<file path="src/tpd_pkg.sv">
`default_nettype none

package tpd_pkg;

  localparam int FULL_SCALE = 4096;

  localparam int BYTE_W  = 8;
  localparam int RAW_W   = 15;
  localparam int DIM_W   = 16;
  localparam int POS_W   = 16;
  localparam int COUNT_W = 16;
  localparam int SCALE_W = $clog2(FULL_SCALE + 1);
  localparam int PROD_W  = RAW_W + SCALE_W;
  localparam int ITER_W  = $clog2(PROD_W + 1);

  localparam logic [BYTE_W-1:0] HDR_TOUCH   = 8'hC0;
  localparam logic [BYTE_W-1:0] HDR_RELEASE = 8'h80;
  localparam logic [BYTE_W-1:0] REPLY_START = 8'h3A;
  localparam logic [BYTE_W-1:0] CHAR_CR     = 8'h0D;
  localparam logic [BYTE_W-1:0] CHAR_LF     = 8'h0A;
  localparam int               TOUCH_BIT   = 6;

  localparam logic [COUNT_W-1:0] ELAPSED_MAX       = '1;
  localparam logic [COUNT_W-1:0] BLINK_LIMIT_RESET = 16'd5;
  localparam logic [COUNT_W-1:0] WAIT_MS_RESET     = 16'd300;
  localparam logic [DIM_W-1:0]   WIDTH_RESET       = 16'd1024;
  localparam logic [DIM_W-1:0]   HEIGHT_RESET      = 16'd768;

  localparam int ADDR_W = 5;
  localparam int DATA_W = 32;
  localparam logic [2:0] REG_DRAG_MODE    = 3'd0;
  localparam logic [2:0] REG_BLINK_LIMIT  = 3'd1;
  localparam logic [2:0] REG_WAIT_MS      = 3'd2;
  localparam logic [2:0] REG_PANEL_WIDTH  = 3'd3;
  localparam logic [2:0] REG_PANEL_HEIGHT = 3'd4;

  typedef enum logic [1:0] {
    ITEM_BYTE = 2'b01,
    ITEM_TICK = 2'b10
  } item_kind_t;

  typedef struct packed {
    logic              cmd;
    logic [BYTE_W-1:0] data_byte;
  } item_t;

  typedef struct packed {
    logic [POS_W-1:0] x_pos;
    logic [POS_W-1:0] y_pos;
    logic             pressed;
  } result_t;

  typedef struct packed {
    logic               drag_mode;
    logic [COUNT_W-1:0] blink_limit;
    logic [COUNT_W-1:0] wait_ms;
  } filter_cfg_t;

  typedef struct packed {
    logic              fire;
    logic              touch;
    logic [BYTE_W-1:0] b1;
    logic [BYTE_W-1:0] b2;
    logic [BYTE_W-1:0] b3;
    logic [BYTE_W-1:0] b4;
  } packet_t;

endpackage

`default_nettype wire

</file>
<file path="src/tpd_parser.sv">
`default_nettype none

module tpd_parser (
  input  wire                       clk,
  input  wire                       rst,
  input  wire                       accept,
  input  wire tpd_pkg::item_t       item,
  input  wire tpd_pkg::filter_cfg_t cfg,
  output tpd_pkg::packet_t          pkt
);

  typedef enum logic [2:0] {
    PH_IDLE  = 3'b001,
    PH_TOUCH = 3'b010,
    PH_REPLY = 3'b100
  } phase_t;

  phase_t                        phase, phase_next;
  logic [1:0]                    byte_index, byte_index_next;
  logic [tpd_pkg::BYTE_W-1:0]    b1, b2, b3;
  logic                          header_touch, header_touch_next;
  logic                          saw_cr, saw_cr_next;
  logic                          last_action, last_action_next;
  logic [tpd_pkg::COUNT_W-1:0]   blink_count, blink_count_next;
  logic [tpd_pkg::COUNT_W-1:0]   elapsed_ms, elapsed_ms_next;
  logic                          fire;
  logic [tpd_pkg::BYTE_W-1:0]    b;
  tpd_pkg::item_kind_t           kind;

  assign b    = item.data_byte;
  assign kind = item.cmd ? tpd_pkg::ITEM_TICK : tpd_pkg::ITEM_BYTE;

  always_comb begin
    phase_next        = phase;
    byte_index_next   = byte_index;
    header_touch_next = header_touch;
    saw_cr_next       = saw_cr;
    last_action_next  = last_action;
    blink_count_next  = blink_count;
    elapsed_ms_next   = elapsed_ms;
    fire              = 1'b0;
    if (accept) begin
      unique case (kind)
        tpd_pkg::ITEM_TICK: begin
          if (elapsed_ms != tpd_pkg::ELAPSED_MAX) begin
            elapsed_ms_next = elapsed_ms + 1'b1;
          end
        end
        tpd_pkg::ITEM_BYTE: begin
          unique case (phase)
            PH_REPLY: begin
              if (b == tpd_pkg::CHAR_LF && saw_cr) begin
                phase_next = PH_IDLE;
              end
              saw_cr_next = (b == tpd_pkg::CHAR_CR);
            end
            PH_IDLE: begin
              if (b == tpd_pkg::HDR_TOUCH || b == tpd_pkg::HDR_RELEASE) begin
                phase_next        = PH_TOUCH;
                byte_index_next   = 2'd0;
                header_touch_next = b[tpd_pkg::TOUCH_BIT];
              end else if (b == tpd_pkg::REPLY_START) begin
                phase_next  = PH_REPLY;
                saw_cr_next = 1'b0;
              end
            end
            PH_TOUCH: begin
              if (byte_index != 2'd3) begin
                byte_index_next = byte_index + 2'd1;
              end else begin
                phase_next      = PH_IDLE;
                byte_index_next = 2'd0;
                if (!cfg.drag_mode && last_action == header_touch) begin
                  blink_count_next = '0;
                end else if (header_touch && blink_count < cfg.blink_limit &&
                             elapsed_ms < cfg.wait_ms) begin
                  blink_count_next = blink_count + 1'b1;
                  elapsed_ms_next  = '0;
                end else begin
                  blink_count_next = '0;
                  last_action_next = header_touch;
                  elapsed_ms_next  = '0;
                  fire             = 1'b1;
                end
              end
            end
            default: begin
              phase_next = PH_IDLE;
            end
          endcase
        end
        default: begin
          phase_next = phase;
        end
      endcase
    end
  end

  always_ff @(posedge clk) begin
    if (rst) begin
      phase        <= PH_IDLE;
      byte_index   <= 2'd0;
      header_touch <= 1'b0;
      saw_cr       <= 1'b0;
      last_action  <= 1'b0;
      blink_count  <= '0;
      elapsed_ms   <= tpd_pkg::ELAPSED_MAX;
    end else begin
      phase        <= phase_next;
      byte_index   <= byte_index_next;
      header_touch <= header_touch_next;
      saw_cr       <= saw_cr_next;
      last_action  <= last_action_next;
      blink_count  <= blink_count_next;
      elapsed_ms   <= elapsed_ms_next;
    end
  end

  always_ff @(posedge clk) begin
    if (accept && !item.cmd && phase == PH_TOUCH) begin
      unique case (byte_index)
        2'd0:    b1 <= b;
        2'd1:    b2 <= b;
        2'd2:    b3 <= b;
        default: b3 <= b3;
      endcase
    end
  end

  assign pkt.fire  = fire;
  assign pkt.touch = header_touch;
  assign pkt.b1    = b1;
  assign pkt.b2    = b2;
  assign pkt.b3    = b3;
  assign pkt.b4    = b;

endmodule

`default_nettype wire

</file>
<file path="src/tpd_div.sv">
`default_nettype none

module tpd_div (
  input  wire                          clk,
  input  wire                          rst,
  input  wire                          start,
  input  wire [tpd_pkg::RAW_W-1:0]     raw,
  input  wire [tpd_pkg::DIM_W-1:0]     dim,
  output logic                         busy,
  output logic [tpd_pkg::POS_W-1:0]    quot
);

  localparam int PW = tpd_pkg::PROD_W;
  localparam int DW = tpd_pkg::DIM_W;

  logic [PW-1:0]               acc, acc_next;
  logic [DW-1:0]               rem, rem_next;
  logic [DW-1:0]               divisor;
  logic [tpd_pkg::ITER_W-1:0]  iter;
  logic [DW:0]                 rem_sh;
  logic [DW+1:0]               diff;
  logic                        ge;

  // one quotient bit per cycle, restoring
  always_comb begin
    rem_sh   = {rem, acc[PW-1]};
    diff     = {1'b0, rem_sh} - {2'b00, divisor};
    ge       = ~diff[DW+1];
    rem_next = ge ? diff[DW-1:0] : rem_sh[DW-1:0];
    acc_next = {acc[PW-2:0], ge};
  end

  always_ff @(posedge clk) begin
    if (rst) begin
      busy <= 1'b0;
      iter <= '0;
    end else if (start) begin
      busy <= 1'b1;
      iter <= tpd_pkg::ITER_W'(PW);
    end else if (busy) begin
      iter <= iter - 1'b1;
      busy <= (iter != tpd_pkg::ITER_W'(1));
    end
  end

  always_ff @(posedge clk) begin
    if (start) begin
      acc     <= PW'(raw) * PW'(tpd_pkg::FULL_SCALE);
      rem     <= '0;
      divisor <= dim;
    end else if (busy) begin
      acc <= acc_next;
      rem <= rem_next;
    end
  end

  assign quot = (|acc[PW-1:tpd_pkg::POS_W]) ? '1 : acc[tpd_pkg::POS_W-1:0];

endmodule

`default_nettype wire

</file>
<file path="src/touch_packet_decoder_filter_top.sv">
// touch packet decoder and event filter
//
// item channel (item_valid, item_stall, item): cmd 0 carries a received serial
// byte in data_byte, cmd 1 is a one millisecond tick. a transfer happens on a
// rising edge with item_valid high and item_stall low.
// result channel (result_valid, result_stall, result): one touch or release
// event with scaled x_pos and y_pos, taken on an edge with result_stall low.
// ticks and all other bytes leave item_stall low. the byte that completes a touch packet
// and passes the filter starts two bit-serial dividers, one quotient bit per
// cycle over the 28-bit scaled raw word; once both end, the result is loaded
// into the output register and result_valid rises. item_stall stays high
// until that load. the next item may be taken while the result waits.
// if result_stall holds the output register full when a division ends,
// item_stall stays high until the result moves out.
// registers sit on the apb port at byte offsets 0, 4, 8, 12, 16; writes are
// meant only while the block is idle. rst clears the parser, the filter,
// the registers to their defaults and the output register.
`default_nettype none

module touch_packet_decoder_filter_top (
  input  wire                              clk,
  input  wire                              rst,
  input  wire                              item_valid,
  output logic                             item_stall,
  input  wire tpd_pkg::item_t              item,
  output logic                             result_valid,
  input  wire                              result_stall,
  output tpd_pkg::result_t                 result,
  input  wire                              psel,
  input  wire                              penable,
  input  wire                              pwrite,
  input  wire [tpd_pkg::ADDR_W-1:0]        paddr,
  input  wire [tpd_pkg::DATA_W-1:0]        pwdata,
  output logic [tpd_pkg::DATA_W-1:0]       prdata,
  output logic                             pready
);

  typedef enum logic [1:0] {
    ST_IDLE   = 2'b01,
    ST_DIVIDE = 2'b10
  } state_t;

  state_t                        state, state_next;
  tpd_pkg::filter_cfg_t          cfg;
  logic [tpd_pkg::DIM_W-1:0]     panel_width;
  logic [tpd_pkg::DIM_W-1:0]     panel_height;
  tpd_pkg::packet_t              pkt;
  logic                          item_accept;
  logic                          start;
  logic                          x_busy, y_busy;
  logic [tpd_pkg::POS_W-1:0]     x_quot, y_quot;
  logic [tpd_pkg::RAW_W-1:0]     x_raw, y_raw;
  logic                          pressed;
  logic                          out_free;
  logic                          load;
  logic [2:0]                    reg_index;
  logic                          reg_write;

  assign pready    = 1'b1;
  assign reg_index = paddr[tpd_pkg::ADDR_W-1:2];
  assign reg_write = psel && penable && pwrite && pready;

  always_ff @(posedge clk) begin
    if (rst) begin
      cfg.drag_mode   <= 1'b0;
      cfg.blink_limit <= tpd_pkg::BLINK_LIMIT_RESET;
      cfg.wait_ms     <= tpd_pkg::WAIT_MS_RESET;
      panel_width     <= tpd_pkg::WIDTH_RESET;
      panel_height    <= tpd_pkg::HEIGHT_RESET;
    end else if (reg_write) begin
      unique case (reg_index)
        tpd_pkg::REG_DRAG_MODE:    cfg.drag_mode   <= pwdata[0];
        tpd_pkg::REG_BLINK_LIMIT:  cfg.blink_limit <= pwdata[tpd_pkg::COUNT_W-1:0];
        tpd_pkg::REG_WAIT_MS:      cfg.wait_ms     <= pwdata[tpd_pkg::COUNT_W-1:0];
        tpd_pkg::REG_PANEL_WIDTH:  panel_width     <= pwdata[tpd_pkg::DIM_W-1:0];
        tpd_pkg::REG_PANEL_HEIGHT: panel_height    <= pwdata[tpd_pkg::DIM_W-1:0];
        default:                   panel_height    <= panel_height;
      endcase
    end
  end

  always_comb begin
    unique case (reg_index)
      tpd_pkg::REG_DRAG_MODE:    prdata = tpd_pkg::DATA_W'(cfg.drag_mode);
      tpd_pkg::REG_BLINK_LIMIT:  prdata = tpd_pkg::DATA_W'(cfg.blink_limit);
      tpd_pkg::REG_WAIT_MS:      prdata = tpd_pkg::DATA_W'(cfg.wait_ms);
      tpd_pkg::REG_PANEL_WIDTH:  prdata = tpd_pkg::DATA_W'(panel_width);
      tpd_pkg::REG_PANEL_HEIGHT: prdata = tpd_pkg::DATA_W'(panel_height);
      default:                   prdata = '0;
    endcase
  end

  assign item_stall  = (state != ST_IDLE);
  assign item_accept = item_valid && !item_stall;

  tpd_parser u_parser (
    .clk    (clk),
    .rst    (rst),
    .accept (item_accept),
    .item   (item),
    .cfg    (cfg),
    .pkt    (pkt)
  );

  assign start = pkt.fire;
  assign x_raw = {pkt.b2, 7'b0} | tpd_pkg::RAW_W'(pkt.b1);
  assign y_raw = {pkt.b4, 7'b0} | tpd_pkg::RAW_W'(pkt.b3);

  tpd_div u_div_x (
    .clk   (clk),
    .rst   (rst),
    .start (start),
    .raw   (x_raw),
    .dim   (panel_width),
    .busy  (x_busy),
    .quot  (x_quot)
  );

  tpd_div u_div_y (
    .clk   (clk),
    .rst   (rst),
    .start (start),
    .raw   (y_raw),
    .dim   (panel_height),
    .busy  (y_busy),
    .quot  (y_quot)
  );

  always_ff @(posedge clk) begin
    if (start) begin
      pressed <= pkt.touch;
    end
  end

  assign out_free = !result_valid || !result_stall;
  assign load     = (state == ST_DIVIDE) && !x_busy && !y_busy && out_free;

  always_comb begin
    state_next = state;
    unique case (state)
      ST_IDLE:   if (start) state_next = ST_DIVIDE;
      ST_DIVIDE: if (load)  state_next = ST_IDLE;
      default:   state_next = ST_IDLE;
    endcase
  end

  always_ff @(posedge clk) begin
    if (rst) begin
      state        <= ST_IDLE;
      result_valid <= 1'b0;
    end else begin
      state <= state_next;
      if (load) begin
        result_valid <= 1'b1;
      end else if (!result_stall) begin
        result_valid <= 1'b0;
      end
    end
  end

  always_ff @(posedge clk) begin
    if (load) begin
      result.x_pos   <= x_quot;
      result.y_pos   <= y_quot;
      result.pressed <= pressed;
    end
  end

endmodule

`default_nettype wire

</file>
<file path="config.mk">
export PLATFORM = sky130hd
export DESIGN_NAME = touch_packet_decoder_filter_top
export DESIGN_NICKNAME = d
export VERILOG_FILES = /design/src/tpd_pkg.sv /design/src/tpd_parser.sv /design/src/tpd_div.sv /design/src/touch_packet_decoder_filter_top.sv
export SDC_FILE = /design/constraint.sdc
export NUM_CORES = 1
export LEC_CHECK = 0
export ABC_AREA = 1
export BUFFER_PORTS_ARGS = -buffer_cell sky130_fd_sc_hd__buf_2
export CORE_ASPECT_RATIO = 1.25
export CORE_MARGIN = 2
export CORE_UTILIZATION = 36
export DETAILED_ROUTE_END_ITERATION = 10
export PLACE_DENSITY = 0.64
export SYNTH_ARGS = -nofsm -noshare
export SYNTH_HDL_FRONTEND = slang
export SYNTH_SLANG_ARGS = --single-unit
</file>
<file path="constraint.sdc">
create_clock -name clk -period 6.5 [get_ports clk]
set_input_delay 0.65 -clock clk [delete_from_list [all_inputs] [get_ports clk]]
set_output_delay 0.65 -clock clk [all_outputs]
set_load 0.005 [all_outputs]
</file>
==> results.yml, run 1 <==
setup_path:
  cp.arrival_ns: 3.54
  reg2reg_from: "cfg[5]"
  startpoint_type: "register"
  cp-end-kind: "register"
  critPathKind: "reg2reg"
  crit_start: "cfg[5]"
  crit_fanout: 71
  required_ns: 6.66
clock_tree:
  cts-root-buf: "clkbuf_16"
  clk_latency_ns: 0.58
  clockBufferDepth: 3
  cts_sinks: 298
  cts_tree: "yes"
  htreeDepth: 1
  cts_setup_buffers: 0
  cts_hold_buf: 0
  clk_pin_slew_ns: 0.06
  cts_resized: 0
  cts_buffers: 30
place:
  port-buffer-count: 85
  dp_hpwl_microns: 27400
  pre_cts_slack_ns: 2.872
  place_area_sq_um: 16270
  place_congestion: 0.8986
drt:
  routed_wl_microns: 38290
  wl_per_cell_microns: 14.57
  drt-pass1-iter-count: 5
  drc: 0
  vias: 12795
  viasPerCell: 4.869
  drt_iter0_markers: 878
  drtAntennaViolNets: 0
logic_synthesis:
  synth-seq-area-share: 0.4626
  synth_xor_area_frac: 0.02714
  synth-edff-count: 120
  synth_top_family_by_area: "simple AND/OR/NAND/NOR gates"
  ys_top_cells_by_area: "edfxtp_1 (23%), dfxtp_1 (23%), nand2_1 (12%), inv_1 (6.3%), ha_1 (5.8%)"
  synth-seq-cells: 298
  synth_top_area_share: 0.2326
  synthDistinctLibCells: 46
  avgSynthCellArea_sq_um: 7.797
  synth_area_sq_um: 15490
  synth_cells: 1987
  synth_top_area_cell: "edfxtp_1"
  synth_fa_ha_area_frac: 0.06073
  synthFlopType: "dfxtp_1"
  yosys.area_share.simple: 0.2605
  async_flop_share: 0
  synthMuxAreaShare: 0
  synth-compound-area-share: 0.09320
  ys_warn_count: 0
hold_path:
  hold_class: "in2reg"
  worstHoldStart: "pwdata[10]"
global_route:
  antenna_found_initial: 0
  grt_pass1_vias: 12305
  grt_max_degree: 88
  grt.total_usage: 0.1692
  grt_pass1_wl_microns: 61660
  grt.overflow.total: 0
timing:
  finalCritPeriodShare: 0.5208
  slew_violations: 0
  worst_pin_slew_ns: 1.017
  rsz0062_at_grt: "false"
  hold_viol_final: 0
  slew_headroom: 0.3210
  setup_viol: 0
  finalClockSkew_ns: 0.02095
  setup_slack_ns: 3.115
  fmax_mhz: 295.4
  whs_ns: 0.3489
  fin_tns_setup_ns: 0
  final.min_clock_period_ns: 3.385
floorplan:
  io_pins: 121
  core_area_sq_um: 42750
  dieWidth_microns: 189.5
  initial_utilization: 0.3624
  row_count: 85
  die_y_microns: 235.9
  die_area_sq_um: 44720
final_layout:
  mostFrequentLayoutCells: "nand2_1 (498), inv_1 (257), nor2_1 (216)"
  syn2layout_area_growth_pct: 11.62
  design_area_sq_um: 17290
  drive_gt1_frac: 0.08968
  insertedDiodeCount: 0
  fin_nets: 2166
  final_common_cell: "nand2_1"
power_and_ir_drop:
  p_leak_nw: 7.956
  vdd_ir_drop_max_mv: 0.1979
  power.density_nw_per_um2: 248.0
run_status:
  status: "finished clean"
job:
  cap_violations: 0
==> worst max-delay path: stages (launching register included) <==
cell and delay, ns:
dfxtp_1 0.34, inv_1 0.07, ha_1 0.31, a21oi_1 0.13
nor2_1 0.06, nor3_1 0.16, nand2_1 0.14, nand2_1 0.12
nand4_2 0.22, nand2_2 0.15, buf_4 0.64, nand2_1 0.63
==> synth_stat cells (3+ instances only) <==
cell type	n
o2111ai_1	15
nand4_1	41
buf_4	18
nor4_1	11
dfxtp_1	178
a21oi_1	125
nand2_1	498
nor3_1	13
nor2_1	217
nand3b_1	4
o21ai_0	81
xor2_1	32
o21ai_1	19
inv_2	7
clkbuf_1	41
o211ai_1	11
nor3_2	3
inv_1	258
nand2_2	5
buf_2	17
xnor2_1	16
nor2_2	15
buf_1	4
edfxtp_1	120
ha_1	72
nand3_1	130
buf_6	8
==> per-layer routing <==
layer	global-route usage	up-vias	wire length, microns
met3	0.01875	52	1463
met5	0	-	0
met1	0.2011	5969	16200
met2	0.3147	248	19640
met4	0.05520	0	984
li1	-	6526	-
==> power by group <==
part	switching (mW)	internal [mW]
logic	0.300	0.169
clock network	0.742	1.04
registers	0.0470	1.99
total	1.09	3.20
==> kinds of logic after synthesis <==
group,count (synthesis)
AND/OR/NAND/NOR,948
buffers and inverters,354
flip-flops,298
AO/OA/AOI/OAI,263
adder cells (fa/ha/maj),74
XOR/XNOR,48
other,2
==> stage by stage <==
stage | std cells | util | power (mW)
floorplan | 2002 | - | 2.437
global placement | 2572 | 0.3806 | 2.533
detailed placement | 2572 | 0.3806 | 2.542
CTS | 2628 | 0.4045 | 4.329
global route | 2628 | 0.4045 | 4.483
finish | 2628 | 0.4045 | 4.289
==> registers in the layout, summed over array words and instances (netlist names), 2 cells and up <==
register,count
u_parser.b3,8
u_div_y.iter,5
result,33
u_parser.blink_count,16
u_parser.byte_index,2
u_div_y.rem,16
state,2
cfg,33
panel_height,16
u_parser.b2,8
u_div_x.iter,5
u_parser.elapsed_ms,16
panel_width,16
u_parser.b1,8
u_div_x.rem,16
u_div_x.acc,28
u_div_x.divisor,16
u_div_y.acc,28
u_div_y.divisor,16
u_parser.phase,3
==> final timing paths <==
kind	endpoint	slack [ns]	cells after the start
setup reg to reg	u_div_y.acc[16]	3.11	11
hold reg to reg	result[0]	0.43	0
hold / removal	panel_width[10]	0.35	3
setup / recovery	u_div_y.acc[16]	3.11	11
==> area by class of cell <==
type,instances,area (sq um)
Fill cell,4348,25460
Sequential cell,298,7169
Multi-Input combinational cell,1350,6912
Inverter,266,999.7
Clock buffer,44,863.3
Tap cell,565,706.9
Timing Repair Buffer,93,485.5
Clock inverter,12,156.4
(Power assumes the default switching activity.)
==> run 2, diff against run 1 <==
- clock period: 6.5 -> 3.2 ns (I/O delays scaled with it)
==> results.yml, run 2 (synthesis gave the netlist of run 1 again) <==
run_status:
  status: "finished clean"
hold_path:
  holdPathEnd: "result_valid"
  worstHoldStart: "result_stall"
  hold_depth: 3
  hold_class: "in2reg"
final_layout:
  largest_registers: "cfg x33, result x33"
  syn2layout_area_growth_pct: 12.33
  insertedDiodeCount: 0
  mostFrequentLayoutCells: "nand2_1 (498), inv_1 (257), nor2_1 (216)"
  final_common_cell: "nand2_1"
  fin_nets: 2180
  instances_no_fill: 2642
  fillers: 4321
  drive_gt1_frac: 0.09726
  design_area_sq_um: 17400
global_route:
  antenna_found_initial: 0
  grt_max_degree: 72
  grt_pass1_vias: 12344
  grt.overflow.total: 0
  grt.total_usage: 0.1696
  grt_pass1_wl_microns: 61850
floorplan:
  initial_utilization: 0.3624
  io_pins: 121
  dieWidth_microns: 189.5
  row_count: 85
  core_area_sq_um: 42750
  die_y_microns: 235.9
  die_area_sq_um: 44720
setup_path:
  cp.arrival_ns: 2.97
  cp-end-kind: "register"
  critPathKind: "reg2reg"
  reg2reg_from: "cfg[5]"
  rr_worst_depth: 11
  required_ns: 3.50
  crit_fanout: 37
  startpoint_type: "register"
  rrSetupSlack_ns: 0.53
  reg2reg_to: "u_div_x.divisor[5]"
timing:
  fmax_mhz: 374.6
  worst_pin_slew_ns: 0.9280
  finalClockSkew_ns: 0.01189
  hold_viol_final: 0
  slew_violations: 0
  setup_viol: 0
  fin_tns_setup_ns: 0
  final.min_clock_period_ns: 2.669
  slew_headroom: 0.3799
  rsz0062_at_grt: "false"
  finalCritPeriodShare: 0.8342
clock_tree:
  cts-root-buf: "clkbuf_16"
  cts_sinks: 298
  cts_resized: 0
  clk_pin_slew_ns: 0.06
  cts_tree: "yes"
  cts_hold_buf: 0
  cts_buffers: 30
  clockBufferDepth: 3
  cts_setup_buffers: 0
  clk_latency_ns: 0.56
  htreeDepth: 1
place:
  place_area_sq_um: 16420
  dp_cells: 2586
  port-buffer-count: 85
  place_congestion: 0.8846
  dp_hpwl_microns: 27660
drt:
  top_layer: "met4"
  drc: 0
  wl_per_cell_microns: 14.38
  dr_wl_met3_microns: 1399
  drt-pass1-iter-count: 5
  viasPerCell: 4.871
  drtAntennaViolNets: 0
  vias: 12870
  drt_iter0_markers: 781
  route.met2.wl_microns: 18590
  wl_met1_microns: 16180
  routed_wl_microns: 37980
power_and_ir_drop:
  vdd_ir_drop_max_mv: 0.4009
  p_leak_nw: 8.018
  finalPower_mw: 8.600
  power.density_nw_per_um2: 494.2
job:
  cap_violations: 0
==> run 2: cell count changes in the layout (fill, tap and decap cells not counted), sizes merged <==
cell | previous run | this run
buf | 93 | 107
clkbuf | 44 | 38
inv | 265 | 266
clkinv | 10 | 12
bufinv | 3 | 2
clkinvlp | 0 | 4
==> run 2: metal layers <==
layer,up-vias,global-route usage
li1,6567,-
met1,5963,0.2020
met2,261,0.2983
met3,79,0.02232
met4,0,0.08527
met5,-,0
==> run 2: stage by stage <==
| stage | setup WS (ns) | utilization | hold WS (ns) |
|---|---|---|---|
| floorplan | 0.4353 | - | 0.4003 |
| global placement | 0.5394 | 0.3840 | 0.4406 |
| detailed placement | 0.5064 | 0.3840 | 0.4457 |
| CTS | 0.4904 | 0.4071 | 0.006428 |
| global route | 0.2820 | 0.4071 | 0.02131 |
| finish | 0.5307 | 0.4071 | 0.03482 |
==> run 2: critical path, stage by stage, from the launching register on <==
cell and delay (ns):
dfxtp_1 0.33, inv_1 0.06, ha_1 0.30, a21oi_1 0.14, nor2_1 0.05, nor3_1 0.14
nand2_1 0.13, nand2_1 0.13, nand4_2 0.20, nand2_2 0.16, clkinv_2 0.39, buf_12 0.35
==> run 2: power by group <==
group          leakage (nW)  internal, mW  switching [mW]
combinational          4.87         0.350           0.615
clock                 0.481          2.01            1.49
sequential             2.67          4.04          0.0939
total                  8.02          6.40            2.20
==> run 2: worst max-delay path by stage <==
stage | start | endpoint | slack [ns] | cells past startpoint
final | cfg[5] | u_div_x.divisor[5] | 0.53 | 11
after CTS | cfg[5] | u_div_x.divisor[5] | 0.49 | 11
after detailed placement | cfg[5] | u_div_x.divisor[5] | 0.51 | 11
after global routing | u_parser.elapsed_ms[5] | u_div_x.divisor[2] | 0.28 | 10
after global placement | cfg[5] | u_div_x.divisor[7] | 0.54 | 11
after floorplan | u_div_y.busy | result[0] | 0.44 | 5
==> run 2: cell type report <==
cell class	instances	area (sq um)	area share
multi-input combinational	1350	6912	0.3972
tap	565	706.9	0.04062
timing repair buffer	107	628.1	0.03609
clock inverter	18	155.1	0.008915
inverter	266	999.7	0.05744
sequential	298	7169	0.4120
clock buffer	38	832.0	0.04781
==> run 3, diff against run 2 <==
- ABC_AREA: 1 -> 0
- PLACE_DENSITY: 0.64 -> 0.66
- clock period: 3.2 -> 2.35 ns (I/O delays scaled with it)
==> results.yml, run 3 <==
clock_tree:
  clk_pin_slew_ns: 0.07
  cts-root-buf: "clkbuf_16"
  htreeDepth: 1
  cts_buffers: 30
  clk_latency_ns: 0.58
  clockBufferDepth: 3
  cts_sinks: 298
  cts_tree: "yes"
logic_synthesis:
  synthTopCellsByCount: "nand2_1 (231), dfxtp_1 (178), edfxtp_1 (120)"
  synth_top_area_share: 0.2396
  synth-edff-count: 120
  synth_top_area_cell: "edfxtp_1"
  ys_top_cells_by_area: "edfxtp_1 (24%), dfxtp_1 (24%), ha_1 (6.0%), nand2_1 (5.8%), mux2i_1 (4.3%)"
  synth_cells: 1596
  ys_warn_count: 0
  yosysMostFrequentCell: "nand2_1"
  avgSynthCellArea_sq_um: 9.422
  async_flop_share: 0
  synthDistinctLibCells: 74
  synth_area_sq_um: 15040
  synth-seq-cells: 298
  synth-seq-area-share: 0.4766
  synthFlopType: "dfxtp_1"
setup_path:
  crit_fanout: 5
  reg2reg_to: "u_div_y.rem[5]"
  crit_start: "u_div_y.divisor[5]"
  startpoint_type: "register"
  rr_worst_depth: 10
  slowest_stage: "o41ai_4"
  rrSetupSlack_ns: -0.26
  max_stage_delay_ns: 0.47
  reg2reg_from: "u_div_y.divisor[5]"
  timing.critical_path.cells: "inv_2 -> ha_4 -> and4_1 -> a31o_1 -> a41o_1 -> o41ai_4 -> o211ai_4 -> buf_6 -> mux2i_4 -> a211oi_2"
  worstSetupEndpoint: "u_div_y.rem[5]"
  cp-end-kind: "register"
  required_ns: 2.83
  cp.arrival_ns: 3.09
  critPathKind: "reg2reg"
place:
  port-buffer-count: 85
  place_congestion: 0.9259
  place_area_sq_um: 17190
  dp_cells: 2312
  dp_hpwl_microns: 27760
timing:
  final.min_clock_period_ns: 2.609
  finalClockSkew_ns: 0.03024
  rsz0062_at_grt: "true"
  finalCritPeriodShare: 1.110
  slew_headroom: 0.4840
  hold_viol_final: 0
  setup_viol: 164
  setup_slack_ns: -0.2589
  fmax_mhz: 383.3
  slew_violations: 0
  worst_pin_slew_ns: 0.7739
job:
  cap_violations: 0
final_layout:
  design_area_sq_um: 19780
  largest_registers: "cfg x33, result x33"
  insertedDiodeCount: 0
  mostFrequentLayoutCells: "nand2_1 (228), buf_4 (165), dfxtp_1 (160)"
  final_common_cell: "nand2_1"
  final_util: 0.4809
  instances_no_fill: 2435
  fin_nets: 1987
  syn2layout_area_growth_pct: 31.53
  drive_gt1_frac: 0.2942
drt:
  viasPerCell: 5.166
  drtAntennaViolNets: 0
  vias: 12580
  drt-pass1-iter-count: 6
  drc: 0
  routed_wl_microns: 40780
  drt_iter0_markers: 865
  wl_per_cell_microns: 16.75
power_and_ir_drop:
  vdd_ir_drop_max_mv: 0.6292
  power.density_nw_per_um2: 620.5
  p_leak_nw: 7.682
  finalPower_mw: 12.27
global_route:
  grt_pass1_wl_microns: 62310
  grt_max_degree: 75
  grt.total_usage: 0.1757
  grt.overflow.total: 0
  antenna_found_initial: 0
  grt_pass1_vias: 12260
floorplan:
  initial_utilization: 0.3656
  die_area_sq_um: 43430
  core_area_sq_um: 41120
  die_y_microns: 232.5
  dieWidth_microns: 186.8
  io_pins: 121
  row_count: 83
run_status:
  status: "finished, violations left"
  violations: "setup timing"
hold_path:
  hold_class: "in2reg"
[run 3: changes by cell type in the layout (fill, tap and decap cells not counted), moves of 24 or more]
| cell | before | now |
|---|---|---|
| inv_1 | 257 | 80 |
| buf_4 | 19 | 165 |
| a21oi_1 | 125 | 84 |
| dlygate4sd3_1 | 0 | 24 |
| nand3_1 | 130 | 31 |
| nor2_1 | 216 | 89 |
| mux2i_1 | 0 | 61 |
| nand2_1 | 498 | 228 |
| or2_2 | 1 | 38 |
| o21ai_0 | 81 | 56 |
[run 3: critical path: cells and delay by family, from the launching register on]
kind / cells / cell delay, ns
AOI/OAI and AO/OA: 5 / 1.26
and+or+nand+nor: 1 / 0.21
DFF: 1 / 0.38
buffers and inverters: 2 / 0.27
muxes: 1 / 0.19
adders and majority gates: 1 / 0.20
[run 3: worst min path at each step]
stage | from | endpoint | depth (start not counted)
6_report | pwdata[2] | panel_width[2] | 3
5_1_grt | pwdata[2] | panel_width[2] | 3
4_1_cts | pwdata[2] | panel_width[2] | 3
3_5_place_dp | pressed | result[0] | 0
3_3_place_gp | pressed | result[0] | 0
2_1_floorplan | item[0] | u_parser.b1[0] | 0
[run 3: cell families after synthesis]
group / count (synthesis) / synth area share
AOI/OAI and AO/OA: 376 / 0.1667
xor gates and xnor gates: 43 / 0.02505
adders and majority gates: 74 / 0.06257
buffers and inverters: 197 / 0.05642
DFF: 298 / 0.4766
muxes: 65 / 0.04335
other: 2 / 0.0004994
and+or+nand+nor: 541 / 0.1688
[run 3: stage by stage]
| step | setup TNS (ns) | setup WS (ns) | hold WS [ns] |
|---|---|---|---|
| after floorplan | -24.10 | -0.2744 | 0.3339 |
| after global placement | -61.75 | -0.4252 | 0.4304 |
| after detailed placement | -69.78 | -0.4923 | 0.4420 |
| after CTS | -31.59 | -0.3127 | 0.01386 |
| after global routing | -41.39 | -0.3506 | 0.009306 |
| final | -29.64 | -0.2589 | 0.02599 |
[run 3: per-layer routing]
metal / GRT usage / routed length, microns
met1: 0.2014 / 16410
met4: 0.08185 / 1751
met5: 0 / 0
met3: 0.02247 / 1693
met2: 0.3243 / 20930
[run 3: area by class of cell]
class,instances,area (sq um)
clock inverter,19,176.4
timing repair buffer,317,2665
fill,3751,21350
multi-input combinational,1118,7901
clock buffer,36,793.3
sequential,298,7189
tap,552,690.7
inverter,95,361.6
[run 3: where the power goes]
group / total [mW] / leakage (nW) / switching [mW] / internal, mW
sequential: 5.61 / 2.70 / 0.115 / 5.49
clock: 4.72 / 0.474 / 2.08 / 2.64
combinational: 1.94 / 4.51 / 1.00 / 0.936
[run 3: repair_timing]
item,in CTS,in global routing
hold buffers,24,0
endpoints found under the hold margin,81,0
gates cloned,9,7
pin swaps,12,52
setup endpoints to repair,181,187
setup buffers,15,18
gates resized for setup,76,146
